**src/hw/rtl/sha1_pkg.sv**
```systemverilog
package sha1_pkg;

	// One input beat: at most one message byte plus an end-of-message mark.
	typedef struct packed {
		logic [7:0] data_byte;
		logic       byte_valid;
		logic       last;
	} sha1_in_t;

	// One result beat: the five digest words, word0 most significant.
	typedef struct packed {
		logic [31:0] digest_word0;
		logic [31:0] digest_word1;
		logic [31:0] digest_word2;
		logic [31:0] digest_word3;
		logic [31:0] digest_word4;
	} sha1_out_t;

	typedef enum logic [2:0] {
		ST_IDLE,
		ST_PAD,
		ST_ROUND,
		ST_ADD,
		ST_EMIT
	} sha1_state_t;

	// Source of the byte shifted into the block buffer.
	typedef enum logic [1:0] {
		BSEL_IN,
		BSEL_MARK,
		BSEL_ZERO,
		BSEL_LEN
	} sha1_bsel_t;

	// Round group: selects the boolean function and the round constant.
	typedef enum logic [1:0] {
		PH_CH,
		PH_PAR1,
		PH_MAJ,
		PH_PAR2
	} sha1_phase_t;

	typedef struct packed {
		logic        load_byte;
		sha1_bsel_t  byte_sel;
		logic [2:0]  len_idx;
		logic        bits_add;
		logic        round_init;
		logic        round_step;
		sha1_phase_t phase;
		logic        chain_add;
		logic        emit;
	} sha1_cmd_t;

	typedef struct packed {
		logic out_free;
	} sha1_status_t;

	localparam int unsigned ROUNDS = 80;

	localparam logic [31:0] IV [5] = '{
		32'h67452301, 32'hEFCDAB89, 32'h98BADCFE, 32'h10325476, 32'hC3D2E1F0
	};

	localparam logic [31:0] K_CH   = 32'h5A827999;
	localparam logic [31:0] K_PAR1 = 32'h6ED9EBA1;
	localparam logic [31:0] K_MAJ  = 32'h8F1BBCDC;
	localparam logic [31:0] K_PAR2 = 32'hCA62C1D6;

	localparam logic [7:0] PAD_MARK = 8'h80;

endpackage

```
**src/hw/rtl/sha1_ctrl.sv**
```systemverilog
module sha1_ctrl import sha1_pkg::*; (
	input  logic         clk,
	input  logic         arst_n,
	input  logic         in_valid,
	output logic         in_stall,
	input  logic         byte_valid,
	input  logic         last,
	input  sha1_status_t status,
	output sha1_cmd_t    cmd
);

	localparam logic [5:0] FILL_FULL = 6'd63;
	localparam logic [5:0] FILL_LEN  = 6'd56;
	localparam logic [6:0] ROUND_END = 7'(ROUNDS - 1);

	sha1_state_t state_q, state_d;
	logic [5:0]  fill_q, fill_d;
	logic [6:0]  round_q, round_d;
	logic        pad_q, pad_d;
	logic        mark_q, mark_d;
	logic        len_q, len_d;
	logic        done_q, done_d;

	always_ff @(posedge clk or negedge arst_n) begin
		if (!arst_n) begin
			state_q <= ST_IDLE;
			fill_q  <= '0;
			round_q <= '0;
			pad_q   <= 1'b0;
			mark_q  <= 1'b0;
			len_q   <= 1'b0;
			done_q  <= 1'b0;
		end else begin
			state_q <= state_d;
			fill_q  <= fill_d;
			round_q <= round_d;
			pad_q   <= pad_d;
			mark_q  <= mark_d;
			len_q   <= len_d;
			done_q  <= done_d;
		end
	end

	always_comb begin
		state_d  = state_q;
		fill_d   = fill_q;
		round_d  = round_q;
		pad_d    = pad_q;
		mark_d   = mark_q;
		len_d    = len_q;
		done_d   = done_q;
		cmd      = '0;
		in_stall = (state_q != ST_IDLE);

		if (round_q inside {[7'd0:7'd19]}) begin
			cmd.phase = PH_CH;
		end else if (round_q inside {[7'd20:7'd39]}) begin
			cmd.phase = PH_PAR1;
		end else if (round_q inside {[7'd40:7'd59]}) begin
			cmd.phase = PH_MAJ;
		end else begin
			cmd.phase = PH_PAR2;
		end
		cmd.len_idx = fill_q[2:0];

		case (state_q)
			ST_IDLE: begin
				if (in_valid) begin
					if (byte_valid) begin
						cmd.load_byte = 1'b1;
						cmd.byte_sel  = BSEL_IN;
						cmd.bits_add  = 1'b1;
						fill_d        = fill_q + 6'd1;
					end
					if (last) begin
						pad_d   = 1'b1;
						state_d = ST_PAD;
					end
					// a full block always compresses first; padding resumes after
					if (byte_valid && fill_q == FILL_FULL) begin
						cmd.round_init = 1'b1;
						state_d        = ST_ROUND;
					end
				end
			end
			ST_PAD: begin
				cmd.load_byte = 1'b1;
				if (!mark_q) begin
					cmd.byte_sel = BSEL_MARK;
				end else if (len_q || fill_q == FILL_LEN) begin
					cmd.byte_sel = BSEL_LEN;
				end else begin
					cmd.byte_sel = BSEL_ZERO;
				end
				mark_d = 1'b1;
				if (mark_q && fill_q == FILL_LEN) begin
					len_d = 1'b1;
				end
				if (len_q && fill_q == FILL_FULL) begin
					done_d = 1'b1;
				end
				fill_d = fill_q + 6'd1;
				if (fill_q == FILL_FULL) begin
					cmd.round_init = 1'b1;
					state_d        = ST_ROUND;
				end
			end
			ST_ROUND: begin
				cmd.round_step = 1'b1;
				round_d        = round_q + 7'd1;
				if (round_q == ROUND_END) begin
					round_d = '0;
					state_d = ST_ADD;
				end
			end
			ST_ADD: begin
				cmd.chain_add = 1'b1;
				if (done_q) begin
					state_d = ST_EMIT;
				end else if (pad_q) begin
					state_d = ST_PAD;
				end else begin
					state_d = ST_IDLE;
				end
			end
			ST_EMIT: begin
				if (status.out_free) begin
					cmd.emit = 1'b1;
					pad_d    = 1'b0;
					mark_d   = 1'b0;
					len_d    = 1'b0;
					done_d   = 1'b0;
					state_d  = ST_IDLE;
				end
			end
			default: begin
				state_d = ST_IDLE;
			end
		endcase
	end

endmodule

```
**src/hw/rtl/sha1_dp.sv**
```systemverilog
module sha1_dp import sha1_pkg::*; (
	input  logic         clk,
	input  logic         arst_n,
	input  logic [7:0]   data_byte,
	input  sha1_cmd_t    cmd,
	output sha1_status_t status,
	output logic         out_valid,
	input  logic         out_stall,
	output sha1_out_t    out_data
);

	function automatic logic [31:0] rol(input logic [31:0] x, input logic [4:0] c);
		logic [63:0] d;
		d = {x, x} << c;
		return d[63:32];
	endfunction

	// Block buffer: bytes shift in at the bottom; during rounds it doubles as
	// the 16-word schedule window with word 0 at the top.
	logic [511:0] blk_q;
	logic [31:0]  ch_q [5];
	logic [31:0]  rw_q [5];
	logic [63:0]  bits_q;
	logic         out_valid_q;
	sha1_out_t    out_q;

	logic [7:0]  byte_in;
	logic [2:0]  len_sel;
	logic [31:0] w0, w2, w8, w13, w_next;
	logic [31:0] f_val, k_val, t_val;

	assign len_sel = 3'd7 - cmd.len_idx;

	always_comb begin
		case (cmd.byte_sel)
			BSEL_IN:   byte_in = data_byte;
			BSEL_MARK: byte_in = PAD_MARK;
			BSEL_LEN:  byte_in = bits_q[{len_sel, 3'b000} +: 8];
			default:   byte_in = 8'h00;
		endcase
	end

	assign w0     = blk_q[511:480];
	assign w2     = blk_q[447:416];
	assign w8     = blk_q[255:224];
	assign w13    = blk_q[95:64];
	assign w_next = rol(w13 ^ w8 ^ w2 ^ w0, 5'd1);

	always_comb begin
		case (cmd.phase)
			PH_CH: begin
				f_val = (rw_q[1] & rw_q[2]) | (~rw_q[1] & rw_q[3]);
				k_val = K_CH;
			end
			PH_PAR1: begin
				f_val = rw_q[1] ^ rw_q[2] ^ rw_q[3];
				k_val = K_PAR1;
			end
			PH_MAJ: begin
				f_val = (rw_q[1] & rw_q[2]) | (rw_q[1] & rw_q[3]) | (rw_q[2] & rw_q[3]);
				k_val = K_MAJ;
			end
			default: begin
				f_val = rw_q[1] ^ rw_q[2] ^ rw_q[3];
				k_val = K_PAR2;
			end
		endcase
	end

	assign t_val = rol(rw_q[0], 5'd5) + f_val + rw_q[4] + k_val + w0;

	always_ff @(posedge clk) begin
		if (cmd.load_byte) begin
			blk_q <= {blk_q[503:0], byte_in};
		end else if (cmd.round_step) begin
			blk_q <= {blk_q[479:0], w_next};
		end
	end

	// Working variables load from the chain as the last byte of a block lands.
	always_ff @(posedge clk) begin
		if (cmd.round_init) begin
			for (int i = 0; i < 5; i++) begin
				rw_q[i] <= ch_q[i];
			end
		end else if (cmd.round_step) begin
			rw_q[0] <= t_val;
			rw_q[1] <= rw_q[0];
			rw_q[2] <= rol(rw_q[1], 5'd30);
			rw_q[3] <= rw_q[2];
			rw_q[4] <= rw_q[3];
		end
	end

	always_ff @(posedge clk or negedge arst_n) begin
		if (!arst_n) begin
			for (int i = 0; i < 5; i++) begin
				ch_q[i] <= IV[i];
			end
			bits_q <= '0;
		end else begin
			if (cmd.chain_add) begin
				for (int i = 0; i < 5; i++) begin
					ch_q[i] <= ch_q[i] + rw_q[i];
				end
			end else if (cmd.emit) begin
				for (int i = 0; i < 5; i++) begin
					ch_q[i] <= IV[i];
				end
			end
			if (cmd.emit) begin
				bits_q <= '0;
			end else if (cmd.bits_add) begin
				bits_q <= bits_q + 64'd8;
			end
		end
	end

	assign status.out_free = !out_valid_q || !out_stall;

	always_ff @(posedge clk or negedge arst_n) begin
		if (!arst_n) begin
			out_valid_q <= 1'b0;
		end else if (cmd.emit) begin
			out_valid_q <= 1'b1;
		end else if (!out_stall) begin
			out_valid_q <= 1'b0;
		end
	end

	always_ff @(posedge clk) begin
		if (cmd.emit) begin
			out_q.digest_word0 <= ch_q[0];
			out_q.digest_word1 <= ch_q[1];
			out_q.digest_word2 <= ch_q[2];
			out_q.digest_word3 <= ch_q[3];
			out_q.digest_word4 <= ch_q[4];
		end
	end

	assign out_valid = out_valid_q;
	assign out_data  = out_q;

endmodule

```
**src/hw/rtl/sha1_digest_engine.sv**
```systemverilog
// Channel   | Direction | Handshake           | Payload
// ----------+-----------+---------------------+-------------------------------------
// in        | input     | in_valid / in_stall   | in_data: data_byte, byte_valid, last
// out       | output    | out_valid / out_stall | out_data: digest_word0..digest_word4
//
// An input beat is taken while the controller is idle; the 64th byte of a block
// starts 80 rounds (one SHA-1 round per cycle), then folds the rounds into the chain.
// A last beat shifts in padding bytes up to the block end, runs one or two
// compressions, then loads the output register once it is free.
// Reset clears the controller, the bit count and the output valid and restores
// the initial chaining values; the block buffer is not cleared.
// in_stall is high whenever the controller is not idle; the output register
// holds a digest under out_stall while the next message is already hashed.
module sha1_digest_engine import sha1_pkg::*; (
	input  logic      clk,
	input  logic      arst_n,
	input  logic      in_valid,
	output logic      in_stall,
	input  sha1_in_t  in_data,
	output logic      out_valid,
	input  logic      out_stall,
	output sha1_out_t out_data
);

	sha1_cmd_t    cmd;
	sha1_status_t status;

	// Sequencer: byte intake, padding, round count and digest hand-off.
	sha1_ctrl u_ctrl (
		.clk        (clk),
		.arst_n     (arst_n),
		.in_valid   (in_valid),
		.in_stall   (in_stall),
		.byte_valid (in_data.byte_valid),
		.last       (in_data.last),
		.status     (status),
		.cmd        (cmd)
	);

	// Block buffer and schedule window, round unit, chain and output register.
	sha1_dp u_dp (
		.clk       (clk),
		.arst_n    (arst_n),
		.data_byte (in_data.data_byte),
		.cmd       (cmd),
		.status    (status),
		.out_valid (out_valid),
		.out_stall (out_stall),
		.out_data  (out_data)
	);

endmodule
```
**config.mk**
```make
export PLATFORM = sky130hd
export DESIGN_NAME = sha1_digest_engine
export DESIGN_NICKNAME = d
export VERILOG_FILES = /design/src/hw/rtl/sha1_pkg.sv /design/src/hw/rtl/sha1_ctrl.sv /design/src/hw/rtl/sha1_dp.sv /design/src/hw/rtl/sha1_digest_engine.sv
export SDC_FILE = /design/constraint.sdc
export NUM_CORES = 2
export LEC_CHECK = 0
export BUFFER_PORTS_ARGS = -buffer_cell sky130_fd_sc_hd__buf_2
export CAP_MARGIN = 25
export CORE_MARGIN = 4
export CORE_UTILIZATION = 50
export CTS_CLUSTER_SIZE = 10
export DETAILED_ROUTE_END_ITERATION = 6
export GPL_TIMING_DRIVEN = 0
export PLACE_DENSITY_LB_ADDON = 0.3
export SYNTH_ARGS = -nofsm -noshare
export SYNTH_HDL_FRONTEND = slang
export SYNTH_SLANG_ARGS = --single-unit
export TNS_END_PERCENT = 50
```
**constraint.sdc**
```tcl
create_clock -name clk -period 14 [get_ports clk]
set_input_delay 0 -clock clk [delete_from_list [all_inputs] [get_ports clk]]
set_output_delay 0 -clock clk [all_outputs]
set_load 0.01 [all_outputs]
```
==> flow_metrics.tcl <==
set metrics [dict create \
    status "complete, but fails checks" \
    failing_checks "DRC" \
    post_synth_num_cell_types 89 \
    timing.final.ws_setup_ps 5070 \
    initial_core_util_pct 50.7 \
    drc_errors 6 \
    floorplan.die.height_um 347 \
    finalWirelength_um 182000 \
    clock-skew-final_ps 29.4 \
    drt.antenna.violating_nets 0 \
    synthDominantAreaCellType "sky130_fd_sc_hd__edfxtp_1" \
    clock_insertion_delay_worst_skew_ps 730 \
    fraction_of_layout_cells_with_a_size_suffix_above_1_pct 8.79 \
    total_leakage_power_uw 0.0277 \
    hold_viol_final 0 \
    synth_seq_cells 1074 \
    avgSynthCellArea_um2 10.1 \
    number_of_violations_reported_at_the_end_of_detailed_routing_iteration_0 4424 \
    final_core_utilization_pct 57.2 \
    detailed_place_hpwl_um 139000 \
    timing.critical_path.slowest_cell_delay_ps 740 \
    arrival_ps 9520 \
    ir_worst_vdd_mv 0.153 \
    slew_headroom_pct 22.7 \
    clock_tree_from_tritoncts "yes" \
    floorplan.io_pins 176 \
    post_route_clock_period_utilization_pct 63.8 \
    timing.hold.worst_path_depth 4 \
    grt_pass1_wl_um 270000 \
    gpl.final_weighted_congestion 0.993 \
    post_synth_main_area_contributors "sky130_fd_sc_hd__edfxtp_1 44%, sky130_fd_sc_hd__nand2_1 13%, sky130_fd_sc_hd__dfrtp_1 7.1%" \
    placedInstanceArea_mm2 0.0609 \
    netlist.area_leader.share_pct 43.6 \
    syn_to_final_growth_pct 12.7 \
    fp.coreArea_mm2 0.113 \
    worst-r2r-setup-slack_ps 5070 \
    cts-htree-levels 3 \
    postSynth.asyncResetShare_pct 22.5 \
    drt-pass1-iter-count 7 \
    die-width_um 347 \
    fmaxAchievable_ghz 0.112 \
    viasPerCell 5.83 \
    grt_util_all_layers_pct 29.8 \
    crit_path_start_kind "register" \
    syn-instance-count 5678 \
    worst_path_max_delay_cell "sky130_fd_sc_hd__o21ai_0" \
    grt.met3_usage_pct 4.84 \
    finalCriticalPeriod_ps 8930 \
    number_of_antenna_violations_at_the_first_check_in_global_routing 5 \
    unrepaired_setup_endpoints_after_global_routing "false" \
    syn-num-nets 6019 \
    hp-start "in_data[4]" \
    design.final.nets 6374 \
    post_drt_wl_per_cell_um 23.8 \
    dpl.cell_count 7389 \
    clock_tree.root_cell "sky130_fd_sc_hd__clkbuf_16" \
    drv.max_cap_violation_count 0 \
    clk_path_buf_depth 3 \
    crit-reg2reg-launch "u_ctrl.round_q[0]" \
    post_cts.repair.setup_buffers 0 \
    worst-setup-path-type "reg2reg" \
    yosys-top-cells-count "2,046 x sky130_fd_sc_hd__nand2_1, 832 x sky130_fd_sc_hd__edfxtp_1, 253 x sky130_fd_sc_hd__o21ai_0" \
    largest_fanout_on_the_critical_path 13 \
    grt_pass1_vias 42900 \
    endpoint_required_time_on_the_critical_path_ps 14590 \
    tightestPinTransition_ps 1160 \
    synth_enable_flop_cells 832 \
    synth.most_common_cell "sky130_fd_sc_hd__nand2_1" \
    end_of_the_worst_register_to_register_path "u_dp.rw_q[0][31]" \
    synth_seq_area_share_pct 54.3 \
    postSynth.topFlopCell "sky130_fd_sc_hd__edfxtp_1" \
    finalSetupViolations 0 \
    placement.io_buffers 175 \
    num_rows 123 \
    clock-sinks 1074 \
    final-max-slew-violation-count 0 \
    met2_usage_pct 47.3 \
    critical_path.endpoint_type "register" \
    overflow 0 \
    yosysWarnings 0 \
    grt-busiest-layer "met2" \
    min_to "u_dp.blk_q[2]" \
    floorplan.die_area_mm2 0.120 \
    synthesis.area_mm2 0.0574 \
    worst_r2r_path_depth 30 \
    tritoncts.num_buffers 121 \
    placement.setup.worst_slack_ps 5350 \
    power_per_cell_area_mw_per_mm2 236 \
    globalRouteMet1Util_pct 38.5 \
    final_design_area_no_fill_mm2 0.0646 \
    dr_total_vias 44500 \
    fin_tns_setup_ps 0 \
    clk_pin_slew_ps 60 \
    timing.hold.worst.class "in2reg" \
    grt_max_degree 103 \
    layoutNonFillerInstCount 7623 \
]
## cells in the final DEF (no fill, tap or decap), types with 32 or more instances in the layout
| cell type | instances |
|---|---|
| sky130_fd_sc_hd__ha_1 | 202 |
| sky130_fd_sc_hd__o21ai_0 | 252 |
| sky130_fd_sc_hd__clkbuf_16 | 121 |
| sky130_fd_sc_hd__clkbuf_1 | 284 |
| sky130_fd_sc_hd__a21oi_1 | 219 |
| sky130_fd_sc_hd__nand3_1 | 106 |
| sky130_fd_sc_hd__a21o_1 | 72 |
| sky130_fd_sc_hd__o21bai_1 | 32 |
| sky130_fd_sc_hd__inv_1 | 207 |
| sky130_fd_sc_hd__xor2_1 | 122 |
| sky130_fd_sc_hd__buf_2 | 180 |
| sky130_fd_sc_hd__dfstp_2 | 80 |
| sky130_fd_sc_hd__nand2_1 | 2045 |
| sky130_fd_sc_hd__xnor2_1 | 204 |
| sky130_fd_sc_hd__nor2_1 | 208 |
| sky130_fd_sc_hd__dfrtp_1 | 162 |
| sky130_fd_sc_hd__nor3_1 | 84 |
| sky130_fd_sc_hd__edfxtp_1 | 832 |
| sky130_fd_sc_hd__fa_1 | 125 |
| sky130_fd_sc_hd__mux2_2 | 33 |
## area by class of cell
type	instances	area [µm²]
antenna	4	10.0
buffer	242	933
clock buffer	197	3370
clock inverter	12	145
fill	9707	48500
inverter	207	777
multi-input combinational	4155	24500
sequential	1074	31100
tap	1500	1880
timing repair buffer	232	1860
## registers in the layout (all words and copies together) (netlist names)
signal,count
u_dp.blk_q,512
u_dp.ch_q,160
u_dp.out_data,160
u_dp.rw_q,160
u_dp.bits_q,61
u_ctrl.round_q,7
u_ctrl.fill_q,6
u_ctrl.state_q,3
u_ctrl.done_q,1
u_ctrl.len_q,1
u_ctrl.mark_q,1
u_ctrl.pad_q,1
u_dp.out_valid,1
## per-stage QoR
step | hold WS [ps] | power, µW
after floorplan | -296 | 10500
after global placement | 360 | 12500
after detailed placement | -70.5 | 12200
after CTS | 250 | 15200
after global routing | 282 | 16300
final | 286 | 15300
## cells by family (layout without fill, tap and decap cells)
kind of cell               after synthesis  after routing  synth area share, %
adders and majority gates              327            327                 8.77
other                                    0              4                    0
DFF                                   1074           1074                 54.3
and+or+nand+nor                       2631           2631                 18.7
AOI/OAI and AO/OA                      803            803                 8.78
buffers and inverters                  449            890                 2.98
muxes                                   68             68                 1.54
xor gates and xnor gates               326            326                 4.98
## layer usage
metal / vias up / wire length (µm)
met2: 2183 / 83100
met5: - / 25
li1: 20100 / -
met1: 21700 / 69900
met4: 4 / 13500
met3: 494 / 15100
## critical path: cells and delay by family, from the launching register on
kind            cells  cell delay [ps]
fa+ha+maj           7             2630
simple gates        4              670
flops               1              410
compound gates     12             3470
buf+inv             7             1610
## how the worst max path moves through the flow
stage                      startpoint                to  slack, ps
floorplan           u_ctrl.state_q[0]     u_dp.blk_q[0]        460
global placement    u_ctrl.state_q[0]   u_dp.blk_q[156]      -6890
detailed placement  u_ctrl.round_q[0]  u_dp.rw_q[0][31]       5350
CTS                 u_ctrl.round_q[0]  u_dp.rw_q[0][31]       5350
global route        u_ctrl.round_q[0]  u_dp.rw_q[0][31]       4840
finish              u_ctrl.round_q[0]  u_dp.rw_q[0][31]       5070
## what timing repair did
item | in CTS | in global routing
endpoints found under the hold margin | 226 | 0
resized for setup | 0 | 0
hold buffers | 18 | 0
## report_power, final
group	internal, µW	leakage (µW)	switching (µW)
combinational	2390	0.0150	3750
clock	1630	0.00169	1290
sequential	5100	0.0110	1110
total	9120	0.0277	6150
No activity file was read; power rests on OpenSTA's default activity.
